===== src/rtl/core/rdx_pkg.sv =====
`timescale 1ns / 1ps
// ----------------------------------------------------------------------------
// rdx_pkg: shared definitions for the radix ascii converter
// Widths, divider sizing, character codes and the digit-to-ascii mapping.
// ----------------------------------------------------------------------------
package rdx_pkg;

  // magnitude width; the signed input is one bit wider
  localparam int MAG_BITS   = 32;
  localparam int NUM_W      = MAG_BITS + 1;
  localparam int RADIX_W    = 5;
  localparam int DIGIT_W    = 4;
  localparam int CHAR_W     = 8;

  // divider retires DIV_BITS quotient bits per cycle
  localparam int DIV_BITS   = 4;
  localparam int DIV_CYCLES = (MAG_BITS + DIV_BITS - 1) / DIV_BITS;
  localparam int DIV_W      = DIV_CYCLES * DIV_BITS;
  localparam int DIV_CNT_W  = $clog2(DIV_CYCLES);

  // digit stack holds at most one digit per magnitude bit (radix two)
  localparam int STK_DEPTH  = MAG_BITS;
  localparam int STK_CNT_W  = $clog2(STK_DEPTH + 1);

  // radix limits
  localparam logic [RADIX_W-1:0] RADIX_MIN = 5'd2;
  localparam logic [RADIX_W-1:0] RADIX_MAX = 5'd16;

  // character codes
  localparam logic [CHAR_W-1:0] CH_ZERO    = 8'h30;
  localparam logic [CHAR_W-1:0] CH_NINE    = 8'h39;
  localparam logic [CHAR_W-1:0] CH_LOW_A   = 8'h61;
  localparam logic [CHAR_W-1:0] CH_LOW_F   = 8'h66;
  localparam logic [CHAR_W-1:0] CH_MINUS   = 8'h2D;
  localparam logic [CHAR_W-1:0] CH_ALPHA_OFS = CH_LOW_A - 8'd10;

  // digit stack control
  typedef struct packed {
    logic                push;
    logic                pop;
    logic [DIGIT_W-1:0]  digit;
  } stk_ctl_t;

  // digit value to ascii, lower-case letters above nine
  function automatic logic [CHAR_W-1:0] digit_char(input logic [DIGIT_W-1:0] d);
    logic [CHAR_W-1:0] ext;
    ext = {{(CHAR_W-DIGIT_W){1'b0}}, d};
    if (d < 4'd10) begin
      return CH_ZERO + ext;
    end else begin
      return CH_ALPHA_OFS + ext;
    end
  endfunction

endpackage


===== src/rtl/core/rdx_div.sv =====
`timescale 1ns / 1ps
// ----------------------------------------------------------------------------
// rdx_div: iterative restoring divider
// Divides the magnitude by the radix, DIV_BITS quotient bits per cycle.
// ----------------------------------------------------------------------------
module rdx_div (
  input  logic                                clk,
  input  logic                                rst_n,
  input  logic                                start,
  input  logic [rdx_pkg::MAG_BITS-1:0]        dividend,
  input  logic [rdx_pkg::RADIX_W-1:0]         divisor,
  output logic                                done,
  output logic [rdx_pkg::MAG_BITS-1:0]        quotient,
  output logic [rdx_pkg::DIGIT_W-1:0]         remainder
);

  logic [rdx_pkg::DIV_W-1:0]     quo_r, quo_nxt;
  logic [rdx_pkg::DIGIT_W-1:0]   rem_r, rem_nxt;
  logic [rdx_pkg::RADIX_W-1:0]   dvs_r, dvs_nxt;
  logic [rdx_pkg::DIV_CNT_W-1:0] cnt_r, cnt_nxt;
  logic                          busy_r, busy_nxt;
  logic                          done_r, done_nxt;
  logic [rdx_pkg::DIV_W-1:0]     step_q;
  logic [rdx_pkg::DIGIT_W-1:0]   step_r;

  // shift-compare-subtract, DIV_BITS times per cycle
  always_comb begin
    logic [rdx_pkg::RADIX_W-1:0] t;
    step_q = quo_r;
    step_r = rem_r;
    t      = '0;
    for (int k = 0; k < rdx_pkg::DIV_BITS; k++) begin
      t      = {step_r, step_q[rdx_pkg::DIV_W-1]};
      step_q = {step_q[rdx_pkg::DIV_W-2:0], 1'b0};
      if (t >= dvs_r) begin
        t         = t - dvs_r;
        step_q[0] = 1'b1;
      end
      step_r = t[rdx_pkg::DIGIT_W-1:0];
    end
  end

  // sequencing of the divide
  always_comb begin
    quo_nxt  = quo_r;
    rem_nxt  = rem_r;
    dvs_nxt  = dvs_r;
    cnt_nxt  = cnt_r;
    busy_nxt = busy_r;
    done_nxt = 1'b0;
    if (start) begin
      quo_nxt  = rdx_pkg::DIV_W'(dividend);
      rem_nxt  = '0;
      dvs_nxt  = divisor;
      cnt_nxt  = '0;
      busy_nxt = 1'b1;
    end else if (busy_r) begin
      quo_nxt = step_q;
      rem_nxt = step_r;
      cnt_nxt = cnt_r + 1'b1;
      if (cnt_r == rdx_pkg::DIV_CNT_W'(rdx_pkg::DIV_CYCLES - 1)) begin
        busy_nxt = 1'b0;
        done_nxt = 1'b1;
      end
    end
  end

  // control registers
  always_ff @(posedge clk) begin
    if (!rst_n) begin
      busy_r <= 1'b0;
      done_r <= 1'b0;
      cnt_r  <= '0;
    end else begin
      busy_r <= busy_nxt;
      done_r <= done_nxt;
      cnt_r  <= cnt_nxt;
    end
  end

  // datapath registers
  always_ff @(posedge clk) begin
    quo_r <= quo_nxt;
    rem_r <= rem_nxt;
    dvs_r <= dvs_nxt;
  end

  assign done      = done_r;
  assign quotient  = quo_r[rdx_pkg::MAG_BITS-1:0];
  assign remainder = rem_r;

endmodule


===== src/rtl/core/rdx_stack.sv =====
`timescale 1ns / 1ps
// ----------------------------------------------------------------------------
// rdx_stack: digit stack
// Shift-register stack that reverses the digit order, top at entry zero.
// ----------------------------------------------------------------------------
module rdx_stack (
  input  logic                             clk,
  input  logic                             rst_n,
  input  rdx_pkg::stk_ctl_t                ctl,
  output logic [rdx_pkg::DIGIT_W-1:0]      top,
  output logic [rdx_pkg::STK_CNT_W-1:0]    count
);

  logic [rdx_pkg::DIGIT_W-1:0]   ent_r   [rdx_pkg::STK_DEPTH];
  logic [rdx_pkg::DIGIT_W-1:0]   ent_nxt [rdx_pkg::STK_DEPTH];
  logic [rdx_pkg::STK_CNT_W-1:0] cnt_r, cnt_nxt;

  // push shifts down, pop shifts up
  always_comb begin
    for (int i = 0; i < rdx_pkg::STK_DEPTH; i++) begin
      ent_nxt[i] = ent_r[i];
    end
    cnt_nxt = cnt_r;
    if (ctl.push) begin
      ent_nxt[0] = ctl.digit;
      for (int i = 1; i < rdx_pkg::STK_DEPTH; i++) begin
        ent_nxt[i] = ent_r[i-1];
      end
      cnt_nxt = cnt_r + 1'b1;
    end else if (ctl.pop) begin
      for (int i = 0; i < rdx_pkg::STK_DEPTH - 1; i++) begin
        ent_nxt[i] = ent_r[i+1];
      end
      cnt_nxt = cnt_r - 1'b1;
    end
  end

  // fill count
  always_ff @(posedge clk) begin
    if (!rst_n) begin
      cnt_r <= '0;
    end else begin
      cnt_r <= cnt_nxt;
    end
  end

  // entries
  always_ff @(posedge clk) begin
    for (int i = 0; i < rdx_pkg::STK_DEPTH; i++) begin
      ent_r[i] <= ent_nxt[i];
    end
  end

  assign top   = ent_r[0];
  assign count = cnt_r;

endmodule


===== src/rtl/core/integer_to_radix_ascii.sv =====
`timescale 1ns / 1ps
// ----------------------------------------------------------------------------
// integer_to_radix_ascii: signed integer to ascii text in radix 2 to 16
// Emits one character per transaction, most significant digit first.
// ----------------------------------------------------------------------------
//
//   channel | direction | handshake            | payload
//   --------+-----------+----------------------+------------------------------
//   in      | input     | in_valid / in_ready   | in_number[32:0], in_radix[4:0]
//   out     | output    | out_valid / out_ready | out_char_code[7:0], out_last
//
// each digit takes one pass of the shared divider (four quotient bits per
// cycle); the characters then leave at one per cycle while out_ready is high.
// in_ready is high only while idle; a new item is taken while the final
// character still waits in the output register. out_ready low stalls the
// character stream. synchronous active-low reset clears all control state.
//
module integer_to_radix_ascii (
  input  logic                                 clk,
  input  logic                                 rst_n,
  input  logic                                 in_valid,
  output logic                                 in_ready,
  input  logic signed [rdx_pkg::NUM_W-1:0]     in_number,
  input  logic [rdx_pkg::RADIX_W-1:0]          in_radix,
  output logic                                 out_valid,
  input  logic                                 out_ready,
  output logic [rdx_pkg::CHAR_W-1:0]           out_char_code,
  output logic                                 out_last
);

  typedef enum logic [3:0] {
    S_IDLE = 4'b0001,
    S_DIV  = 4'b0010,
    S_SIGN = 4'b0100,
    S_EMIT = 4'b1000
  } state_t;

  state_t                          state_r, state_nxt;
  logic                            neg_r, neg_nxt;
  logic [rdx_pkg::RADIX_W-1:0]     radix_r, radix_nxt;
  logic                            out_valid_r, out_valid_nxt;
  logic [rdx_pkg::CHAR_W-1:0]      out_char_code_r, out_char_code_nxt;
  logic                            out_last_r, out_last_nxt;

  logic                            accept;
  logic                            load_out;
  logic [rdx_pkg::MAG_BITS-1:0]    low;
  logic [rdx_pkg::MAG_BITS-1:0]    mag;
  logic [rdx_pkg::RADIX_W-1:0]     radix_clamp;

  logic                            div_start;
  logic [rdx_pkg::MAG_BITS-1:0]    div_dividend;
  logic [rdx_pkg::RADIX_W-1:0]     div_divisor;
  logic                            div_done;
  logic [rdx_pkg::MAG_BITS-1:0]    div_quo;
  logic [rdx_pkg::DIGIT_W-1:0]     div_rem;
  logic                            quo_zero;

  rdx_pkg::stk_ctl_t               stk_ctl;
  logic [rdx_pkg::DIGIT_W-1:0]     stk_top;
  logic [rdx_pkg::STK_CNT_W-1:0]   stk_count;

  assign in_ready = (state_r == S_IDLE);
  assign accept   = in_valid && in_ready;
  assign load_out = !out_valid_r || out_ready;
  assign quo_zero = (div_quo == '0);

  // magnitude, most negative value saturates to all ones
  assign low = in_number[rdx_pkg::MAG_BITS-1:0];
  always_comb begin
    if (in_number[rdx_pkg::MAG_BITS]) begin
      mag = (low == '0) ? '1 : (~low + 1'b1);
    end else begin
      mag = low;
    end
  end

  // radix clamp to 2..16
  always_comb begin
    priority if (in_radix < rdx_pkg::RADIX_MIN) begin
      radix_clamp = rdx_pkg::RADIX_MIN;
    end else if (in_radix > rdx_pkg::RADIX_MAX) begin
      radix_clamp = rdx_pkg::RADIX_MAX;
    end else begin
      radix_clamp = in_radix;
    end
  end

  // divider launch: first digit on accept, then on every nonzero quotient
  assign div_start    = accept || ((state_r == S_DIV) && div_done && !quo_zero);
  assign div_dividend = accept ? mag : div_quo;
  assign div_divisor  = accept ? radix_clamp : radix_r;

  rdx_div u_div (
    .clk       (clk),
    .rst_n     (rst_n),
    .start     (div_start),
    .dividend  (div_dividend),
    .divisor   (div_divisor),
    .done      (div_done),
    .quotient  (div_quo),
    .remainder (div_rem)
  );

  // stack control
  always_comb begin
    stk_ctl.push  = (state_r == S_DIV) && div_done;
    stk_ctl.pop   = (state_r == S_EMIT) && load_out;
    stk_ctl.digit = div_rem;
  end

  rdx_stack u_stack (
    .clk   (clk),
    .rst_n (rst_n),
    .ctl   (stk_ctl),
    .top   (stk_top),
    .count (stk_count)
  );

  // sequencer
  always_comb begin
    state_nxt = state_r;
    neg_nxt   = neg_r;
    radix_nxt = radix_r;
    unique case (state_r)
      S_IDLE: begin
        if (accept) begin
          neg_nxt   = in_number[rdx_pkg::MAG_BITS];
          radix_nxt = radix_clamp;
          state_nxt = S_DIV;
        end
      end
      S_DIV: begin
        if (div_done && quo_zero) begin
          state_nxt = neg_r ? S_SIGN : S_EMIT;
        end
      end
      S_SIGN: begin
        if (load_out) begin
          state_nxt = S_EMIT;
        end
      end
      S_EMIT: begin
        if (load_out && (stk_count == rdx_pkg::STK_CNT_W'(1))) begin
          state_nxt = S_IDLE;
        end
      end
      default: begin
        state_nxt = S_IDLE;
      end
    endcase
  end

  // output register
  always_comb begin
    out_valid_nxt     = out_valid_r && !out_ready;
    out_char_code_nxt = out_char_code_r;
    out_last_nxt      = out_last_r;
    if (load_out && (state_r == S_SIGN)) begin
      out_valid_nxt     = 1'b1;
      out_char_code_nxt = rdx_pkg::CH_MINUS;
      out_last_nxt      = 1'b0;
    end else if (load_out && (state_r == S_EMIT)) begin
      out_valid_nxt     = 1'b1;
      out_char_code_nxt = rdx_pkg::digit_char(stk_top);
      out_last_nxt      = (stk_count == rdx_pkg::STK_CNT_W'(1));
    end
  end

  // control registers
  always_ff @(posedge clk) begin
    if (!rst_n) begin
      state_r     <= S_IDLE;
      out_valid_r <= 1'b0;
    end else begin
      state_r     <= state_nxt;
      out_valid_r <= out_valid_nxt;
    end
  end

  // payload registers
  always_ff @(posedge clk) begin
    neg_r           <= neg_nxt;
    radix_r         <= radix_nxt;
    out_char_code_r <= out_char_code_nxt;
    out_last_r      <= out_last_nxt;
  end

  assign out_valid     = out_valid_r;
  assign out_char_code = out_char_code_r;
  assign out_last      = out_last_r;

endmodule


===== config.mk =====
export PLATFORM = sky130hd
export DESIGN_NAME = integer_to_radix_ascii
export DESIGN_NICKNAME = d
export VERILOG_FILES = /design/src/rtl/core/rdx_pkg.sv /design/src/rtl/core/rdx_div.sv /design/src/rtl/core/rdx_stack.sv /design/src/rtl/core/integer_to_radix_ascii.sv
export SDC_FILE = /design/constraint.sdc
export NUM_CORES = 1
export LEC_CHECK = 0
export BUFFER_PORTS_ARGS = -buffer_cell sky130_fd_sc_hd__buf_2
export CELL_PAD_IN_SITES_DETAIL_PLACEMENT = 2
export CELL_PAD_IN_SITES_GLOBAL_PLACEMENT = 2
export CORE_ASPECT_RATIO = 1.75
export CORE_UTILIZATION = 32
export DETAILED_ROUTE_END_ITERATION = 7
export PLACE_DENSITY = 0.64
export SYNTH_ARGS = -nofsm -noshare
export SYNTH_HDL_FRONTEND = slang
export SYNTH_HIERARCHICAL = 1
export SYNTH_SLANG_ARGS = --single-unit

===== constraint.sdc =====
create_clock -name clk -period 6 [get_ports clk]
set_clock_uncertainty 0.15 [all_clocks]
set_input_delay 0.6 -clock clk [delete_from_list [all_inputs] [get_ports clk]]
set_output_delay 0.6 -clock clk [all_outputs]
set_load 0.03 [all_outputs]

==> impl_metrics.json, run 1 <==
{
  "insertion_delay_ps": 450,
  "clockBufferDepth": 2,
  "slew-limit-headroom": 0.321,
  "peakVddDrop_v": 0.000354,
  "synth_edf_count": 171,
  "viasPerCell": 5.09,
  "tightest_slew_ps": 1010,
  "clk_pin_slew_ps": 70,
  "critPathRequiredTime_ps": 6200,
  "insertedDiodeCount": 0,
  "cts_inserted_buffers": 17,
  "final_cell_count_no_fill": 1363,
  "num_rows": 88,
  "worst_slack_ps": 204,
  "grt_usage": 0.159,
  "yosysSeqAreaShare": 0.526,
  "drc": 0,
  "cts_root_buffer": "clkbuf_16",
  "ys_async_sr_fraction": 0,
  "crit_type": "flop to flop",
  "grt_max_degree": 77,
  "start_kind": "flop",
  "ys.flop_type": "edfxtp_1",
  "multiInputGateArea_mm2": 0.00490,
  "critPathMaxFanout": 6,
  "syn_to_final_growth_pct": 13.2,
  "setup_viol": 0,
  "io_buffers": 51,
  "overflow": 0,
  "vias": 6937,
  "ys_ff_latch": 199,
  "synthTopCellsByArea": "edfxtp_1, mux2_2, dfxtp_1",
  "report.final.slew_viol_count": 0,
  "grt_pass1_vias": 7756,
  "ctsHoldBuffers": 0,
  "fin_crit_ps": 5800,
  "detail-route-antenna-nets": 0,
  "synth.avg_cell_area_um2": 12.8,
  "holdWs_ps": 290,
  "dr.max_layer_used": "met4",
  "cp.arrival_ps": 6000,
  "synth_top_area_cell": "edfxtp_1",
  "detail_route.wl_per_cell_um": 19.2,
  "powerDensity_mw_per_mm2": 618,
  "die_y_um": 245,
  "dp_hpwl_um": 18900,
  "cts.sinks": 199,
  "seq_area_mm2": 0.00570,
  "die_w_um": 141,
  "netlist_area_mm2": 0.0108,
  "dpl_cell_area_mm2": 0.0116,
  "design.portCount": 53,
  "leakagePower_uw": 0.00431,
  "route.met2.wl_um": 15000,
  "cts_max_level": 4,
  "synthesis.nets": 922,
  "hold_path.startpoint": "out_char_code[5]",
  "cts_tree": "done",
  "dieArea_mm2": 0.0346,
  "final_cell_mix": "edfxtp_1, mux2_2, nor2_1",
  "yosysTopAreaCellShare": 0.474,
  "hold_class": "flop to flop",
  "yosysWarnings": 6,
  "status": "complete, no violations",
  "start_util": 0.327,
  "drt_iter0_drc": 340,
  "dp_cells": 1326,
  "gp_congestion": 0.824,
  "final_area_mm2": 0.0123,
  "final_common_cell": "edfxtp_1",
  "antenna_found_initial": 0,
  "regToRegStartpoint": "u_div/dvs_r[2]",
  "core_mm2": 0.0331,
  "yosysUniqueCellTypes": 78,
  "fillers": 3402,
  "preCtsSetupSlack_ps": 1.21,
  "drive_above_1_share": 0.341,
  "wl_um": 26200,
  "fmax_mhz": 173,
  "firstDrtPassIters": 4,
  "timing.final.crit_share": 0.966,
  "nets": 975,
  "max_cap_violations": 0,
  "total_power_uw": 7590,
  "cp-startpoint": "u_div/dvs_r[2]",
  "syn_inst": 847,
  "hold_violations": 0,
  "met3_length_um": 419,
  "wl_met1_um": 10300,
  "endpoint_kind": "flop",
  "grt_pass1_wl_um": 42200
}
## registers in the layout (all words and copies together) (netlist names)
signal / flops
out_last: 1
u_div/cnt_r: 3
state_r: 4
radix_r: 5
u_div/busy_r: 1
u_div/quotient: 32
out_valid: 1
neg_r: 1
u_div/done: 1
u_div/remainder: 4
u_div/dvs_r: 5
u_stack/count: 6
u_stack/ent_r: 128
out_char_code: 7
## logic make-up after synthesis
group | count (synthesis) | share of synthesized area
compound gates | 150 | 0.100
xor+xnor | 39 | 0.0315
fa+ha+maj | 33 | 0.0416
buf+inv | 68 | 0.0302
flops | 199 | 0.526
mux | 170 | 0.177
other cells | 1 | 0.000346
simple gates | 187 | 0.0939
## routing by layer
metal,vias up,track usage
met3,30,0.0218
met1,3529,0.168
met5,-,0
met4,0,0.0550
li1,3291,-
met2,87,0.313
## critical path, cell delays in order, from the launching register on
cell	delay, ps
edfxtp_1	380
inv_1	100
ha_1	300
a21o_1	220
a31oi_4	200
o21ai_4	100
buf_4	160
mux2_4	340
inv_1	70
ha_1	230
nand2_1	100
o21ai_1	90
and4b_1	230
or3_1	350
ha_1	220
a21oi_1	160
o21ai_2	100
a311o_1	420
o41a_1	480
ha_4	280
a21o_1	190
a31oi_4	180
o21ai_4	100
a211o_1	300
a311oi_2	240
## Yosys cell counts, types with 9 or more instances
library cell  number
a21o_1             9
a21oi_1           40
a21oi_2           13
buf_2             13
buf_4              9
clkbuf_1          12
dfxtp_1           28
edfxtp_1         171
ha_1              28
inv_1             27
mux2_2           160
nand2_1           39
nand2b_1          14
nor2_1            58
nor4_1            12
o21ai_0           22
xnor2_1           12
xor2_1            27
## through the flow
| step | util | TNS [ps] |
|---|---|---|
| after floorplan | - | 0 |
| final | 0.370 | 0 |
| after CTS | 0.367 | 0 |
| after global placement | 0.350 | 0 |
| after global routing | 0.370 | -89.2 |
| after detailed placement | 0.350 | 0 |
## area by class of cell
type,instances,share of cell area
inverters,27,0.00846
flip-flops and latches,199,0.464
clock inverters,12,0.0102
well taps,450,0.0459
clock buffers,20,0.0356
multi-input cells,580,0.399
repair buffers,75,0.0365
## report_power, final
| group | internal, uW | switching [uW] |
|---|---|---|
| sequential | 1930 | 247 |
| clock | 614 | 528 |
| combinational | 1950 | 2310 |
## path summary, 6_finish.rpt
kind	cells after the start	slack [ps]	endpoint
min reg2reg	1	290	out_char_code[5]
min	1	290	out_char_code[5]
max reg2reg	24	200	u_div/remainder[3]
max	24	200	u_div/remainder[3]
## repair_timing
| item | in CTS | in global routing |
|---|---|---|
| setup buffers | 0 | 5 |
| setup endpoints to repair | 3 | 5 |
| pin swaps | 0 | 5 |
| gates resized for setup | 2 | 11 |
| cloned | 0 | 0 |
Note: power is estimated with default switching activity, not from simulation.
==> run 2, diff against run 1 <==
Settings changed: ABC_AREA from default to 1, PLACE_DENSITY 0.64 to 0.73.
==> run 2 against run 1 <==
Net effect: sequential power fell by 3%; worst setup slack improved by 480 ps; power fell by 6.4%; sequential share of layout area fell by 0.98 points; non-clock buffer count fell by 18; critical endpoint is now u_div/remainder[2]; via count up 34%; wire length is 20% higher.
==> impl_metrics.json, run 2 <==
{
  "drive_above_1_share": 0.116,
  "start_util": 0.327,
  "dp_hpwl_um": 23600,
  "insertedDiodeCount": 0,
  "multiInputGateArea_mm2": 0.00489,
  "ys_async_sr_fraction": 0,
  "firstDrtPassIters": 4,
  "cts_tree": "done",
  "overflow": 0,
  "design.portCount": 53,
  "hold_class": "flop to flop",
  "grt_max_degree": 88,
  "final_common_cell": "nand2_1",
  "seq_area_mm2": 0.00570,
  "syn_to_final_growth_pct": 11.0,
  "syn_inst": 1396,
  "hold_violations": 0,
  "insertion_delay_ps": 460,
  "critPathMaxFanout": 8,
  "endpoint_kind": "flop",
  "ys.flop_type": "edfxtp_1",
  "cp_common_cell": "nand2_1",
  "timing.final.crit_share": 0.887,
  "holdPathStages": 1,
  "cts.sinks": 199,
  "ctsHoldBuffers": 0,
  "synth_top_family_by_area": "simple AND/OR/NAND/NOR gates",
  "setup_viol": 0,
  "status": "complete, no violations",
  "netlist_area_mm2": 0.0113,
  "peakVddDrop_v": 0.000299,
  "cts_resized": 0,
  "synth_edf_count": 171,
  "vias": 9276,
  "yosysUniqueCellTypes": 49,
  "grt_pass1_wl_um": 51100,
  "synthXorXnorAreaFrac": 0.0186,
  "rsz0062_at_grt": "no",
  "clockBufferDepth": 2,
  "cp.arrival_ps": 5510,
  "gp_congestion": 0.812,
  "final_cell_mix": "nand2_1, edfxtp_1, inv_1",
  "synth.avg_cell_area_um2": 8.09,
  "viasPerCell": 4.89,
  "worstRegToRegCells": 35,
  "synth.most_common_cell": "nand2_1",
  "io_buffers": 51,
  "nets": 1498,
  "clk_pin_slew_ps": 80,
  "tns_ps": 0,
  "crit_slowest_cell": "edfxtp_1",
  "worst_slack_ps": 680,
  "die_y_um": 251,
  "slew-limit-headroom": 0.282,
  "fillers": 4021,
  "fmax_mhz": 188,
  "grt_usage": 0.185,
  "synthesis.nets": 1471,
  "die_w_um": 144,
  "yosysTopAreaCellShare": 0.454,
  "yosysSeqAreaShare": 0.504,
  "grt_pass1_vias": 10300,
  "yosysWarnings": 6,
  "ys_ff_latch": 199,
  "max_cap_violations": 0,
  "start_kind": "flop",
  "detail_route.wl_per_cell_um": 16.7,
  "fin_crit_ps": 5320,
  "critPathRequiredTime_ps": 6190,
  "synth_top_area_cell": "edfxtp_1",
  "core_mm2": 0.0346,
  "wl_um": 31600,
  "top_register": "u_stack/ent_r",
  "synth_fa_ha_area_frac": 0.0399,
  "post_cts_buffers": 0,
  "antenna_found_initial": 0,
  "synth-compound-area-share": 0.0533,
  "dieArea_mm2": 0.0361,
  "num_rows": 90,
  "leakagePower_uw": 0.00561,
  "crit_type": "flop to flop",
  "detail-route-antenna-nets": 0,
  "report.final.slew_viol_count": 0,
  "cts_max_level": 4,
  "synthSimpleGateAreaFrac": 0.319,
  "synthMuxAreaShare": 0,
  "drc": 0,
  "largest_reg_flops": 128,
  "drt_iter0_drc": 291,
  "cts_inserted_buffers": 17,
  "cts_root_buffer": "clkbuf_16",
  "tightest_slew_ps": 1080,
  "preCtsSetupSlack_ps": 682,
  "critPathMaxStageDelay_ps": 470,
  "powerDensity_mw_per_mm2": 567,
  "netlist_top_cells_count": "nand2_1, edfxtp_1, inv_1",
  "synthTopCellsByArea": "edfxtp_1, nand2_1, dfxtp_1"
}
run 2: changes by cell type in the layout (fill, tap and decap cells not counted), moves of 12 or more:
cell	before	now
a21oi_1	40	27
buf_4	23	5
inv_1	26	108
mux2_2	160	0
nand2_1	38	638
nand2b_1	14	0
nand3_1	8	43
nor2_1	57	105
nor4_1	12	0
o21ai_0	21	37
or2_2	1	24
run 2: per-stage QoR:
stage / hold slack (ps) / util / area [um2] / instances / total power (uW)
finish: 308 / 0.363 / 12500 / 1896 / 7100
global route: 339 / 0.363 / 12500 / 1896 / 7660
CTS: 311 / 0.363 / 12500 / 1896 / 7220
detailed placement: 293 / 0.345 / 11900 / 1864 / 5940
global placement: 285 / 0.345 / 11900 / 1864 / 5710
floorplan: 277 / - / 11300 / 1396 / 4870
run 2: path summary, 6_finish.rpt:
| path | from | to | slack, ps |
|---|---|---|---|
| setup / recovery | u_div/dvs_r[1] | u_div/remainder[2] | 680 |
| hold / removal | out_char_code[5] | out_char_code[5] | 310 |
| setup reg to reg | u_div/dvs_r[1] | u_div/remainder[2] | 680 |
| hold reg to reg | out_char_code[5] | out_char_code[5] | 310 |
run 2: cell type report:
class	instances	share of cell area
well taps	460	0.0459
multi-input cells	1029	0.390
inverters	119	0.0360
repair buffers	57	0.0250
clock inverters	15	0.0149
flip-flops and latches	199	0.454
clock buffers	17	0.0339
run 2: report_power, final:
part / switching, uW / internal (uW)
registers: 196 / 1930
clock network: 575 / 634
logic: 2470 / 1300
total: 3240 / 3870
run 2: critical path, delay by kind of cell (launching register included):
family	cells	cell delay (ps)
flip-flops	1	470
AND/OR/NAND/NOR	24	2250
buffers and inverters	4	640
adder cells (fa/ha/maj)	4	1250
AO/OA/AOI/OAI	3	430
run 2: logic make-up after synthesis:
logic type,Yosys count
fa+ha+maj,33
simple gates,867
flops,199
buf+inv,168
other cells,1
compound gates,104
xor+xnor,24
run 2: routing by layer:
layer  wire, um  share of wire  GRT usage
met3        444          0.014     0.0193
met1      11900           0.38      0.177
met4       1020          0.032     0.0824
met2      18200           0.58      0.377
met5          0              0          0
